File: config.mk
export PLATFORM = sky130hd
export DESIGN_NAME = steady_state_replacement_select
export DESIGN_NICKNAME = d
export VERILOG_FILES = /design/src/hw/rtl/ssrs_pkg.sv /design/src/hw/rtl/ssrs_ram.sv /design/src/hw/rtl/ssrs_ctrl.sv /design/src/hw/rtl/ssrs_dp.sv /design/src/hw/rtl/steady_state_replacement_select.sv
export SDC_FILE = /design/constraint.sdc
export NUM_CORES = 2
export LEC_CHECK = 0
export ABC_AREA = 1
export CAP_MARGIN = 20
export CORE_MARGIN = 3
export CORE_UTILIZATION = 45
export DETAILED_ROUTE_END_ITERATION = 8
export DONT_BUFFER_PORTS = 1
export PLACE_DENSITY = 0.65
export SYNTH_ARGS = -nofsm -noshare
export SYNTH_HDL_FRONTEND = slang
export SYNTH_SLANG_ARGS = --single-unit
File: constraint.sdc
create_clock -name clk -period 6.1 [get_ports clk]
set_input_delay 0 -clock clk [delete_from_list [all_inputs] [get_ports clk]]
set_output_delay 0 -clock clk [all_outputs]
set_load 0.05 [all_outputs]
File: src/hw/rtl/ssrs_pkg.sv
// ----------------------------------------------------------------------------
// steady-state replacement select package
// shared widths, codes, payload structs and controller/datapath interface
// ----------------------------------------------------------------------------
package ssrs_pkg;

	// default population table depth
	localparam int POP_SIZE_DEFAULT = 64;

	// field widths
	localparam int SLOT_W    = 6;
	localparam int FIT_W     = 32;
	localparam int KEY_W     = FIT_W + 2;
	localparam int CNT_W     = 7;
	localparam int SLOT_SPAN = 64;

	// configuration port
	localparam int ADDR_W = 3;
	localparam int DATA_W = 32;

	// request kinds
	localparam logic REQ_LOAD  = 1'b0;
	localparam logic REQ_OFFER = 1'b1;

	// replacement policies
	typedef enum logic [1:0] {
		POLICY_WORST          = 2'd0,
		POLICY_SIMILAR        = 2'd1,
		POLICY_WORST_PARENT   = 2'd2,
		POLICY_SIMILAR_PARENT = 2'd3
	} policy_t;

	// register indexes
	typedef enum logic {
		REG_POLICY    = 1'b0,
		REG_POP_COUNT = 1'b1
	} reg_idx_t;

	// compare operation applied to a table read
	typedef enum logic [1:0] {
		OP_NONE  = 2'd0,
		OP_FIRST = 2'd1,
		OP_LT    = 2'd2,
		OP_LE    = 2'd3
	} dp_op_t;

	// table read address source
	typedef enum logic [1:0] {
		ASEL_SLOT = 2'd0,
		ASEL_PA   = 2'd1,
		ASEL_PB   = 2'd2,
		ASEL_SCAN = 2'd3
	} addr_sel_t;

	// request payload
	typedef struct packed {
		logic                    req_type;
		logic [SLOT_W-1:0]       slot_index;
		logic signed [FIT_W-1:0] fitness_value;
		logic [SLOT_W-1:0]       parent_a_slot;
		logic [SLOT_W-1:0]       parent_b_slot;
	} item_t;

	// result payload
	typedef struct packed {
		logic [SLOT_W-1:0]       chosen_slot;
		logic signed [FIT_W-1:0] evicted_fitness;
	} result_t;

	// controller to datapath commands
	typedef struct packed {
		logic             load_item;
		logic             rd_en;
		addr_sel_t        addr_sel;
		logic [CNT_W-1:0] scan_addr;
		dp_op_t           op;
		logic             commit;
	} dp_cmd_t;

	// datapath to controller status
	typedef struct packed {
		logic pipe_busy;
	} dp_status_t;

endpackage

File: src/hw/rtl/ssrs_ram.sv
// ----------------------------------------------------------------------------
// generic ram
// one write port, one read port with registered read data
// ----------------------------------------------------------------------------
module ssrs_ram #(
	parameter int Width = ssrs_pkg::FIT_W,
	parameter int Depth = ssrs_pkg::POP_SIZE_DEFAULT,
	localparam int AW = (Depth > 1) ? $clog2(Depth) : 1
) (
	input  logic             clk,
	input  logic             we,
	input  logic [AW-1:0]    waddr,
	input  logic [Width-1:0] wdata,
	input  logic             re,
	input  logic [AW-1:0]    raddr,
	output logic [Width-1:0] rdata
);

	logic [Width-1:0] mem_q [Depth];

	// write port
	always_ff @(posedge clk) begin
		if (we) begin
			mem_q[waddr] <= wdata;
		end
	end

	// registered read port
	always_ff @(posedge clk) begin
		if (re) begin
			rdata <= mem_q[raddr];
		end
	end

endmodule

File: src/hw/rtl/ssrs_ctrl.sv
// ----------------------------------------------------------------------------
// replacement select controller
// sequences table reads per request, waits for the compare pipe, commits
// ----------------------------------------------------------------------------
module ssrs_ctrl #(
	parameter int POP_SIZE = ssrs_pkg::POP_SIZE_DEFAULT
) (
	input  logic                          clk,
	input  logic                          arst_n,
	input  logic                          in_valid,
	output logic                          in_ready,
	input  logic                          req_type,
	output logic                          out_valid,
	input  logic                          out_ready,
	input  ssrs_pkg::policy_t             policy,
	input  logic [ssrs_pkg::CNT_W-1:0]    pop_count,
	output ssrs_pkg::dp_cmd_t             cmd,
	input  ssrs_pkg::dp_status_t          status
);

	localparam int CAP = (POP_SIZE < ssrs_pkg::SLOT_SPAN) ? POP_SIZE : ssrs_pkg::SLOT_SPAN;
	localparam logic [ssrs_pkg::CNT_W-1:0] CAP_CNT  = ssrs_pkg::CNT_W'(CAP);
	localparam logic [ssrs_pkg::CNT_W-1:0] LAST_MAX = ssrs_pkg::CNT_W'(CAP - 1);

	typedef enum logic [2:0] {
		S_IDLE,
		S_LOAD,
		S_SCAN,
		S_PARENT_A,
		S_PARENT_B,
		S_FINISH
	} state_t;

	state_t                         state_q;
	logic [ssrs_pkg::CNT_W-1:0]     scan_cnt_q;
	logic                           out_valid_q;
	logic [ssrs_pkg::CNT_W-1:0]     scan_last;
	logic                           accept;
	logic                           commit;

	// last slot of the whole-population scan, count clamped to the table
	always_comb begin
		if (pop_count == '0) begin
			scan_last = '0;
		end else if (pop_count > CAP_CNT) begin
			scan_last = LAST_MAX;
		end else begin
			scan_last = pop_count - ssrs_pkg::CNT_W'(1);
		end
	end

	assign in_ready  = (state_q == S_IDLE);
	assign accept    = in_valid && in_ready;
	assign commit    = (state_q == S_FINISH) && !status.pipe_busy &&
		(!out_valid_q || out_ready);
	assign out_valid = out_valid_q;

	// state and result flag
	always_ff @(posedge clk or negedge arst_n) begin
		if (!arst_n) begin
			state_q     <= S_IDLE;
			scan_cnt_q  <= '0;
			out_valid_q <= 1'b0;
		end else begin
			if (commit) begin
				out_valid_q <= 1'b1;
			end else if (out_ready) begin
				out_valid_q <= 1'b0;
			end
			unique case (state_q)
				S_IDLE: begin
					scan_cnt_q <= '0;
					if (accept) begin
						if (req_type == ssrs_pkg::REQ_LOAD) begin
							state_q <= S_LOAD;
						end else if (policy == ssrs_pkg::POLICY_WORST ||
							policy == ssrs_pkg::POLICY_SIMILAR) begin
							state_q <= S_SCAN;
						end else begin
							state_q <= S_PARENT_A;
						end
					end
				end
				S_LOAD: begin
					state_q <= S_FINISH;
				end
				S_SCAN: begin
					scan_cnt_q <= scan_cnt_q + ssrs_pkg::CNT_W'(1);
					if (scan_cnt_q == scan_last) begin
						state_q <= S_FINISH;
					end
				end
				S_PARENT_A: begin
					state_q <= S_PARENT_B;
				end
				S_PARENT_B: begin
					state_q <= S_FINISH;
				end
				S_FINISH: begin
					if (commit) begin
						state_q <= S_IDLE;
					end
				end
				default: begin
					state_q <= S_IDLE;
				end
			endcase
		end
	end

	// datapath commands
	always_comb begin
		cmd           = '0;
		cmd.load_item = accept;
		cmd.commit    = commit;
		cmd.scan_addr = scan_cnt_q;
		cmd.addr_sel  = ssrs_pkg::ASEL_SLOT;
		cmd.op        = ssrs_pkg::OP_NONE;
		unique case (state_q)
			S_LOAD: begin
				cmd.rd_en    = 1'b1;
				cmd.addr_sel = ssrs_pkg::ASEL_SLOT;
				cmd.op       = ssrs_pkg::OP_FIRST;
			end
			S_SCAN: begin
				cmd.rd_en    = 1'b1;
				cmd.addr_sel = ssrs_pkg::ASEL_SCAN;
				if (scan_cnt_q == '0) begin
					cmd.op = ssrs_pkg::OP_FIRST;
				end else if (policy == ssrs_pkg::POLICY_WORST) begin
					cmd.op = ssrs_pkg::OP_LT;
				end else begin
					cmd.op = ssrs_pkg::OP_LE;
				end
			end
			S_PARENT_A: begin
				cmd.rd_en    = 1'b1;
				cmd.addr_sel = ssrs_pkg::ASEL_PA;
				cmd.op       = ssrs_pkg::OP_FIRST;
			end
			S_PARENT_B: begin
				cmd.rd_en    = 1'b1;
				cmd.addr_sel = ssrs_pkg::ASEL_PB;
				cmd.op       = ssrs_pkg::OP_LT;
			end
			default: begin
				cmd.rd_en = 1'b0;
			end
		endcase
	end

endmodule

File: src/hw/rtl/ssrs_dp.sv
// ----------------------------------------------------------------------------
// replacement select datapath
// fitness table, distance/key stage, running best and result register
// ----------------------------------------------------------------------------
module ssrs_dp #(
	parameter int POP_SIZE = ssrs_pkg::POP_SIZE_DEFAULT
) (
	input  logic                 clk,
	input  logic                 arst_n,
	input  ssrs_pkg::item_t      in_item,
	input  ssrs_pkg::policy_t    policy,
	input  ssrs_pkg::dp_cmd_t    cmd,
	output ssrs_pkg::dp_status_t status,
	output ssrs_pkg::result_t    out_item
);

	localparam int AW    = (POP_SIZE > 1) ? $clog2(POP_SIZE) : 1;
	localparam int KEY_W = ssrs_pkg::KEY_W;
	localparam int FIT_W = ssrs_pkg::FIT_W;

	ssrs_pkg::item_t          item_q;
	logic [AW-1:0]            wrap_lut [ssrs_pkg::SLOT_SPAN];
	logic [AW-1:0]            rd_addr;
	logic [FIT_W-1:0]         rdata;

	ssrs_pkg::dp_op_t         op_s1;
	logic [AW-1:0]            idx_s1;
	ssrs_pkg::dp_op_t         op_s2;
	logic [AW-1:0]            idx_s2;
	logic signed [KEY_W-1:0]  key_s2;
	logic [FIT_W-1:0]         fit_s2;

	logic signed [KEY_W-1:0]  fit_ext;
	logic signed [KEY_W-1:0]  child_ext;
	logic signed [KEY_W-1:0]  diff_p;
	logic signed [KEY_W-1:0]  diff_n;
	logic signed [KEY_W-1:0]  key;

	logic signed [KEY_W-1:0]  best_key_q;
	logic [FIT_W-1:0]         best_fit_q;
	logic [AW-1:0]            best_idx_q;
	ssrs_pkg::result_t        out_q;

	// request hold
	always_ff @(posedge clk) begin
		if (cmd.load_item) begin
			item_q <= in_item;
		end
	end

	// slot number reduced to the table depth
	for (genvar g = 0; g < ssrs_pkg::SLOT_SPAN; g++) begin : g_wrap
		assign wrap_lut[g] = AW'(g % POP_SIZE);
	end

	// read address select
	always_comb begin
		unique case (cmd.addr_sel)
			ssrs_pkg::ASEL_SLOT: rd_addr = wrap_lut[item_q.slot_index];
			ssrs_pkg::ASEL_PA:   rd_addr = wrap_lut[item_q.parent_a_slot];
			ssrs_pkg::ASEL_PB:   rd_addr = wrap_lut[item_q.parent_b_slot];
			ssrs_pkg::ASEL_SCAN: rd_addr = AW'(cmd.scan_addr);
			default:             rd_addr = '0;
		endcase
	end

	// fitness table
	ssrs_ram #(
		.Width(FIT_W),
		.Depth(POP_SIZE)
	) u_table (
		.clk  (clk),
		.we   (cmd.commit),
		.waddr(best_idx_q),
		.wdata(item_q.fitness_value),
		.re   (cmd.rd_en),
		.raddr(rd_addr),
		.rdata(rdata)
	);

	// read tag follows the ram latency
	always_ff @(posedge clk or negedge arst_n) begin
		if (!arst_n) begin
			op_s1 <= ssrs_pkg::OP_NONE;
			op_s2 <= ssrs_pkg::OP_NONE;
		end else begin
			op_s1 <= cmd.rd_en ? cmd.op : ssrs_pkg::OP_NONE;
			op_s2 <= op_s1;
		end
	end

	always_ff @(posedge clk) begin
		idx_s1 <= rd_addr;
	end

	// key: fitness for worst policies, absolute distance for similar ones
	assign fit_ext   = KEY_W'(signed'(rdata));
	assign child_ext = KEY_W'(item_q.fitness_value);
	assign diff_p    = fit_ext - child_ext;
	assign diff_n    = child_ext - fit_ext;

	always_comb begin
		if (policy == ssrs_pkg::POLICY_SIMILAR || policy == ssrs_pkg::POLICY_SIMILAR_PARENT) begin
			key = diff_p[KEY_W-1] ? diff_n : diff_p;
		end else begin
			key = fit_ext;
		end
	end

	always_ff @(posedge clk) begin
		key_s2 <= key;
		fit_s2 <= rdata;
		idx_s2 <= idx_s1;
	end

	// running best
	always_ff @(posedge clk) begin
		unique case (op_s2)
			ssrs_pkg::OP_FIRST: begin
				best_key_q <= key_s2;
				best_fit_q <= fit_s2;
				best_idx_q <= idx_s2;
			end
			ssrs_pkg::OP_LT: begin
				if (key_s2 < best_key_q) begin
					best_key_q <= key_s2;
					best_fit_q <= fit_s2;
					best_idx_q <= idx_s2;
				end
			end
			ssrs_pkg::OP_LE: begin
				if (key_s2 <= best_key_q) begin
					best_key_q <= key_s2;
					best_fit_q <= fit_s2;
					best_idx_q <= idx_s2;
				end
			end
			default: begin
			end
		endcase
	end

	// result register
	always_ff @(posedge clk) begin
		if (cmd.commit) begin
			out_q.chosen_slot     <= ssrs_pkg::SLOT_W'(best_idx_q);
			out_q.evicted_fitness <= best_fit_q;
		end
	end

	assign out_item         = out_q;
	assign status.pipe_busy = (op_s1 != ssrs_pkg::OP_NONE) || (op_s2 != ssrs_pkg::OP_NONE);

endmodule

File: src/hw/rtl/steady_state_replacement_select.sv
// load and parent-policy requests commit once their slot reads have left the compare pipe
// a whole-population scan reads one slot per cycle, then commits once the pipe drains
// one request at a time: a new request is taken only after the last one has committed
// the next request is taken while a result waits in the output register
// reset clears policy to worst and population count to 64; table contents stay undefined
// ----------------------------------------------------------------------------
// steady-state replacement select
// population fitness table with policy-driven victim selection and apb config
// ----------------------------------------------------------------------------
module steady_state_replacement_select #(
	parameter int POP_SIZE = ssrs_pkg::POP_SIZE_DEFAULT
) (
	input  logic                          clk,
	input  logic                          arst_n,
	input  logic                          in_valid,
	output logic                          in_ready,
	input  ssrs_pkg::item_t               in_item,
	output logic                          out_valid,
	input  logic                          out_ready,
	output ssrs_pkg::result_t             out_item,
	input  logic                          psel,
	input  logic                          penable,
	input  logic                          pwrite,
	input  logic [ssrs_pkg::ADDR_W-1:0]   paddr,
	input  logic [ssrs_pkg::DATA_W-1:0]   pwdata,
	output logic [ssrs_pkg::DATA_W-1:0]   prdata,
	output logic                          pready
);

	ssrs_pkg::policy_t              policy_q;
	logic [ssrs_pkg::CNT_W-1:0]     pop_count_q;
	ssrs_pkg::reg_idx_t             reg_idx;
	ssrs_pkg::dp_cmd_t              cmd;
	ssrs_pkg::dp_status_t           status;

	assign reg_idx = ssrs_pkg::reg_idx_t'(paddr[2]);
	assign pready  = 1'b1;

	// configuration registers
	always_ff @(posedge clk or negedge arst_n) begin
		if (!arst_n) begin
			policy_q    <= ssrs_pkg::POLICY_WORST;
			pop_count_q <= ssrs_pkg::CNT_W'(64);
		end else if (psel && penable && pwrite) begin
			unique case (reg_idx)
				ssrs_pkg::REG_POLICY:    policy_q    <= ssrs_pkg::policy_t'(pwdata[1:0]);
				ssrs_pkg::REG_POP_COUNT: pop_count_q <= pwdata[ssrs_pkg::CNT_W-1:0];
				default: begin
				end
			endcase
		end
	end

	// register read back
	always_comb begin
		unique case (reg_idx)
			ssrs_pkg::REG_POLICY:    prdata = ssrs_pkg::DATA_W'(policy_q);
			ssrs_pkg::REG_POP_COUNT: prdata = ssrs_pkg::DATA_W'(pop_count_q);
			default:                 prdata = '0;
		endcase
	end

	ssrs_ctrl #(
		.POP_SIZE(POP_SIZE)
	) u_ctrl (
		.clk      (clk),
		.arst_n   (arst_n),
		.in_valid (in_valid),
		.in_ready (in_ready),
		.req_type (in_item.req_type),
		.out_valid(out_valid),
		.out_ready(out_ready),
		.policy   (policy_q),
		.pop_count(pop_count_q),
		.cmd      (cmd),
		.status   (status)
	);

	ssrs_dp #(
		.POP_SIZE(POP_SIZE)
	) u_dp (
		.clk     (clk),
		.arst_n  (arst_n),
		.in_item (in_item),
		.policy  (policy_q),
		.cmd     (cmd),
		.status  (status),
		.out_item(out_item)
	);

endmodule

After elaboration in Yosys (flattened, before gate mapping):

Memories as Yosys holds them, arrays and structs flattened. A register that Yosys moved wholly into a read port is not among the register bits.
Index checks and enable logic that the tools add are counted.

* memories: 4
* flip-flop bits (word level): 262
* word-level logic and storage cells: 123
* memory bits (writable): 2048
* ROM bits: 1152

* reduce and logical (&&, ||, !) cells: 28
* $add $sub $neg: 4
* bitwise operators: 4
* muxes and demuxes: 38
* order comparisons: 6
* equal/unequal tests: 19

Memory list
* u_dp.u_table.mem_q: words 64, width 32, read ports 1, clocked after Yosys merged registers in 1, wr ports 1, RTL line ssrs_ram.sv:19 `logic [Width-1:0] mem_q [Depth];`
* (no name shown): words 64, width 6, read ports 1, clocked after Yosys merged registers in 0, wr ports 0, RTL line ssrs_dp.sv:59 `ssrs_pkg::ASEL_SLOT: rd_addr = wrap_lut[item_q.slot_index];`
* (no name shown): words 64, width 6, read ports 1, clocked after Yosys merged registers in 0, wr ports 0, RTL line ssrs_dp.sv:60 `ssrs_pkg::ASEL_PA: rd_addr = wrap_lut[item_q.parent_a_slot];`
* (no name shown): words 64, width 6, read ports 1, clocked after Yosys merged registers in 0, wr ports 0, RTL line ssrs_dp.sv:61 `ssrs_pkg::ASEL_PB: rd_addr = wrap_lut[item_q.parent_b_slot];`

Operators with widths (number)
* $mux W34: 4
* $pmux W34 S3: 1
* $pmux W32 S3: 1
* $sub A32 B32 Y33: 2
* $mux W32: 2
* $pmux W32 S2: 1
* $mux W6: 8
* $le A34 B34 Y1: 1
* $lt A34 B34 Y1: 1
* $pmux W6 S4: 1
* $ge A7 B7 Y1 const B: 3
* $not A6 Y7: 3
* $pmux W6 S3: 1
* $pmux W3 S5: 1
* $logic_not A7 Y1: 2
* $mux W7: 2
* $pmux W7 S2: 1
* $mux W3: 4
* $pmux W2 S3: 2
* $eq A2 B2 Y1 const B: 5
* $ne A2 B1 Y1 const B: 4
* $reduce_bool A2 Y1: 4
* $add A7 B1 Y7 const B: 1
* $eq A7 B7 Y1: 1
* other kinds (20): 43

Logic depth before layout (Yosys ltp):

* depth after elaboration: 7
* mapped depth: 20
* gate-level depth less buffers: 18

Modules after synthesis:

A second synthesis with hierarchy kept.

* cells, all modules: 8586
* area, all modules: 97841.3 sq um

Modules (own cells, without submodules)
* ssrs_ram: area each 83058.4 sq um, cells each 6769, seq. area each 62459.9 sq um, instances 1
* ssrs_dp: area each 13133.8 sq um, cells each 1576, seq. area each 6416.2 sq um, instances 1
* ssrs_ctrl: area each 993.5 sq um, cells each 153, seq. area each 275.3 sq um, instances 1
* steady_state_replacement_select: area each 655.6 sq um, cells each 88, seq. area each 226.5 sq um, instances 1

Worst setup path before layout:

Ideal clock, no wire load.

* path type: register to register
* start: reg u_ctrl.state_q[2]
* end: reg u_dp.item_q (netlist bit u_dp.child_ext[0]) (enable)
* data arrival time: 3.768 ns
* path buffers: 0
* slack: 1.874 ns
* cell stages (with the launch flop): 6
* setup time: 0.458 ns
* cells stage by stage: dfrtp_1 -> inv_2 -> nand2_1 -> nor2_1 -> inv_1 -> nor2_1

RTL lines
* from (decl): RTL line ssrs_ctrl.sv:34 `state_t state_q;`
* from (signal assigned): RTL line ssrs_ctrl.sv:61 `state_q <= S_IDLE;`
* from (signal assigned): RTL line ssrs_ctrl.sv:75 `state_q <= S_LOAD;`
* from (signal assigned): RTL line ssrs_ctrl.sv:78 `state_q <= S_SCAN;`
* to (signal assigned): RTL line ssrs_dp.sv:47 `item_q <= in_item;`
* to (decl): RTL line ssrs_dp.sv:21 `ssrs_pkg::item_t item_q;`

Worst setup path after layout:

* start: reg u_ctrl.state_q[0]
* end: reg u_dp.u_table.rdata[13] (read register of u_dp.u_table.mem_q), data pin

* word-level cells in the longest chain between the ends: 4

Ends and longest elaborated chain
* $eq A3 B3 Y1 / $eq A3 B2 Y1 (equally long branches): RTL line ssrs_ctrl.sv:119 `unique case (state_q)`
* $pmux W2 S3: RTL line ssrs_ctrl.sv:119
* $eq A2 B2 Y1, or another cell as far along: RTL line ssrs_dp.sv:58 `unique case (cmd.addr_sel)`
* $pmux W6 S4: RTL line ssrs_dp.sv:58
* to (decl): RTL line ssrs_ram.sv:16 `output logic [Width-1:0] rdata`

Several ways; a longest one is shown, not always the timed one.
A chain may end at the register's enable or synchronous reset.

==> impl_metrics.csv <==
group,metric,value,unit
run_status,status,"finished clean",
logic_synthesis,netlist_instances,9425,
route,drtIter0Drc,8870,
route,viasPerCell,5.63,
logic_synthesis,postSynth.asyncResetShare,0.0103,
sta,slew_headroom,0.272,
floorplanning,io_pins,166,
cells_and_area,multiInputGateArea,0.0274,mm2
global_routing,grt-ovfl-total,0,
global_routing,grt_max_degree,164,
pwr,power_density,506,mW/mm2
worst_setup_path,cp-end-kind,"register",
worst_setup_path,cpLargestDelayFamily,"simple AND/OR/NAND/NOR gates",
logic_synthesis,synth.most_common_cell,"edfxtp_1",
floorplanning,dieArea,0.236,mm2
global_routing,grt_pass1_wl,440000,um
place,dp_hpwl,163000,um
worst_setup_path,cp.required,6690,ps
sta,fin_setup_tns,0,ps
sta,period_share,0.730,
route,firstDrtPassIters,8,
route,routed_wl,301000,um
floorplanning,start_util,0.454,
cts,cts_buffers,225,
logic_synthesis,synth-edff-count,2239,
logic_synthesis,yosysUniqueCellTypes,48,
worst_setup_path,ff2ff_setup_slack,1640,ps
cts,root_buffer,"clkbuf_16",
run,maxCapViolations,0,
cells_and_area,layout-drive-gt1-share,0.0635,
global_routing,grt_antenna_before_repair,6,
floorplanning,fp-row-count,175,
route,detail-route-antenna-nets,0,
logic_synthesis,ys_seq_area_frac,0.668,
global_routing,grt_pass1_vias,66800,
route,routedWlPerCell,23.9,um
cts,postCtsSetupBuffers,0,
worst_setup_path,critPathKind,"reg2reg",
global_routing,grt_usage,0.249,
cells_and_area,seqCellArea,0.0694,mm2
place,place_congestion,0.901,
route,route.detailed.drc,0,
cts,cts_tree,"done",
route,via_count,71000,
floorplanning,coreArea,0.228,mm2
logic_synthesis,synth_top_area_share,0.648,
pwr,vdd_drop_max,0.549,mV
cts,cts.repair.resized,0,
sta,rsz0062_at_grt,"false",
worst_setup_path,path_cells,"nor2_4 -> nand2_2 -> nor2_1 -> nor2_4 -> buf_4 -> buf_4 -> nand3b_1 -> nand3_1 -> nand3_1 -> nand3_1 -> nand3_1 -> nand3_1 -> nand2_1",
cts,clkTransAtPathRegs,70,ps
cts,clockBufferDepth,3,
sta,max_freq,224,MHz
sta,fin_crit,4460,ps
logic_synthesis,synth_seq_cells,2340,
sta,fin_worst_skew,29.0,ps
logic_synthesis,netlist_area,0.104,mm2
cells_and_area,fillerInstances,19600,
logic_synthesis,synth_area_leaders,"edfxtp_1, nand3_1, nand2_1",
worst_setup_path,path_buf_inv,2,
worst_setup_path,arrival,5050,ps
cts,clk_latency,890,ps
sta,worst_pin_slew,1090,ps
place,io_buffers,0,
cells_and_area,nets,9608,
pwr,finalPower,58.6,mW
cts,postCtsHoldBufs,137,
worst_setup_path,cpMostUsedCell,"nand3_1",
cts,cts.sinks,2340,
sta,setup_violations,0,
worst_setup_path,worstSetupStartpointType,"register",
worst_setup_path,cp_slowest_cell,"buf_4",
logic_synthesis,yosys.area.top_type,"edfxtp_1",
sta,finalHoldViolations,0,
pwr,leakage,44.7,nW
sta,whs,168,ps
floorplanning,chipHeight,486,um
logic_synthesis,avgSynthCellArea,11.0,um2
cts,htree_num_levels,4,
cells_and_area,area_growth,11.5,%
worst_setup_path,slowest_delay,670,ps
sta,maxSlewViolCount,0,
min_path,hp-class,"in2reg",
floorplanning,die_w,486,um
logic_synthesis,ys.flop_type,"edfxtp_1",
logic_synthesis,ys_warn_count,0,
logic_synthesis,synth_commonest_cells,"edfxtp_1, nand3_1, nand2_1",
worst_setup_path,cp_max_fo,58,
-- layout by cell type (no fill, tap or decap), types with 101 or more instances in the layout --
master         synthesis  layout
o21ai_0              154     152
nand3_1             1927    1927
nand3b_1             769     769
edfxtp_1            2239    2239
nand2_1             1800    1795
nor2_1               168     102
ha_1                 101     101
buf_4                 51     171
clkbuf_16              0     226
dlygate4sd3_1          0     135
inv_1               1254    1251
-- worst min-delay path, stage by stage --
cell           delay, ps
dlygate4sd3_1        580
inv_1                120
nor2_4               150
-- stage by stage --
stage	worst slack [ps]	area [um2]	instances	utilization
5_1_grt	1550	116000	12600	0.507
2_1_floorplan	1870	104000	9449	-
4_1_cts	1790	116000	12600	0.507
3_3_place_gp	1800	107000	12100	0.469
3_5_place_dp	1820	107000	12100	0.469
6_report	1640	116000	12600	0.507
-- per-layer routing --
layer  track usage  wire (um)  up-vias
met2         0.390     138000     3574
met3        0.0439      28800      582
met4         0.103      12900        2
met1         0.344     122000    34700
met5             0          7        -
li1              -          -    32200
-- area by class of cell --
cell class,instances,share of cell area
Clock buffer,293,0.0515
Sequential cell,2340,0.599
Multi-Input combinational cell,5245,0.237
Clock inverter,125,0.0106
Inverter,1262,0.0410
Antenna cell,2,0.0000432
Timing Repair Buffer,338,0.0284
Tap cell,3009,0.0325
-- worst paths after layout --
| kind | cells past startpoint | to | start |
|---|---|---|---|
| max reg2reg | 13 | u_dp.u_table.rdata[13]$_DFFE_PP_ | u_ctrl.state_q[0]$_DFFE_PN0P_ |
| max | 13 | u_dp.u_table.rdata[13]$_DFFE_PP_ | u_ctrl.state_q[0]$_DFFE_PN0P_ |
| min in group asynchronous | 4 | pop_count_q[0]$_DFFE_PN0P_ | arst_n |
| min reg2reg | 0 | u_dp.idx_s2[2]$_DFF_P_ | u_dp.idx_s1[2]$_DFF_P_ |
| max in group asynchronous | 4 | pop_count_q[6]$_DFFE_PN1P_ | arst_n |
| min | 3 | u_dp.item_q[44]$_DFFE_PP_ | in_valid |
-- cells by family (layout without fill, tap and decap cells) --
logic type / Yosys count / in the layout / share of synthesized area
flops: 2340 / 2340 / 0.668
other cells: 2 / 28 / 0.0000724
mux: 1 / 1 / 0.000108
buf+inv: 1864 / 2018 / 0.0736
fa+ha+maj: 103 / 103 / 0.0126
simple gates: 4719 / 4719 / 0.223
compound gates: 348 / 348 / 0.0180
xor+xnor: 48 / 48 / 0.00405
-- registers in the layout (all words and copies together), names as in the netlist, 3 cells and up --
name	flops
u_dp.u_table.mem_q	2048
u_dp.out_item	38
u_dp.best_key_q	33
u_dp.key_s2	33
u_dp.best_fit_q	32
u_dp.child_ext	32
u_dp.fit_s2	32
u_dp.u_table.rdata	32
u_dp.item_q	18
pop_count_q	7
u_ctrl.scan_cnt_q	7
u_dp.best_idx_q	6
u_dp.idx_s1	6
u_dp.idx_s2	6
u_ctrl.state_q	3
-- power by group --
part	switching, mW	leakage [nW]	internal, mW
Sequential	0.901	21.2	19.5
Combinational	18.1	20.0	6.34
Clock	6.03	3.51	7.65
No activity file was read; power rests on OpenSTA's default activity.
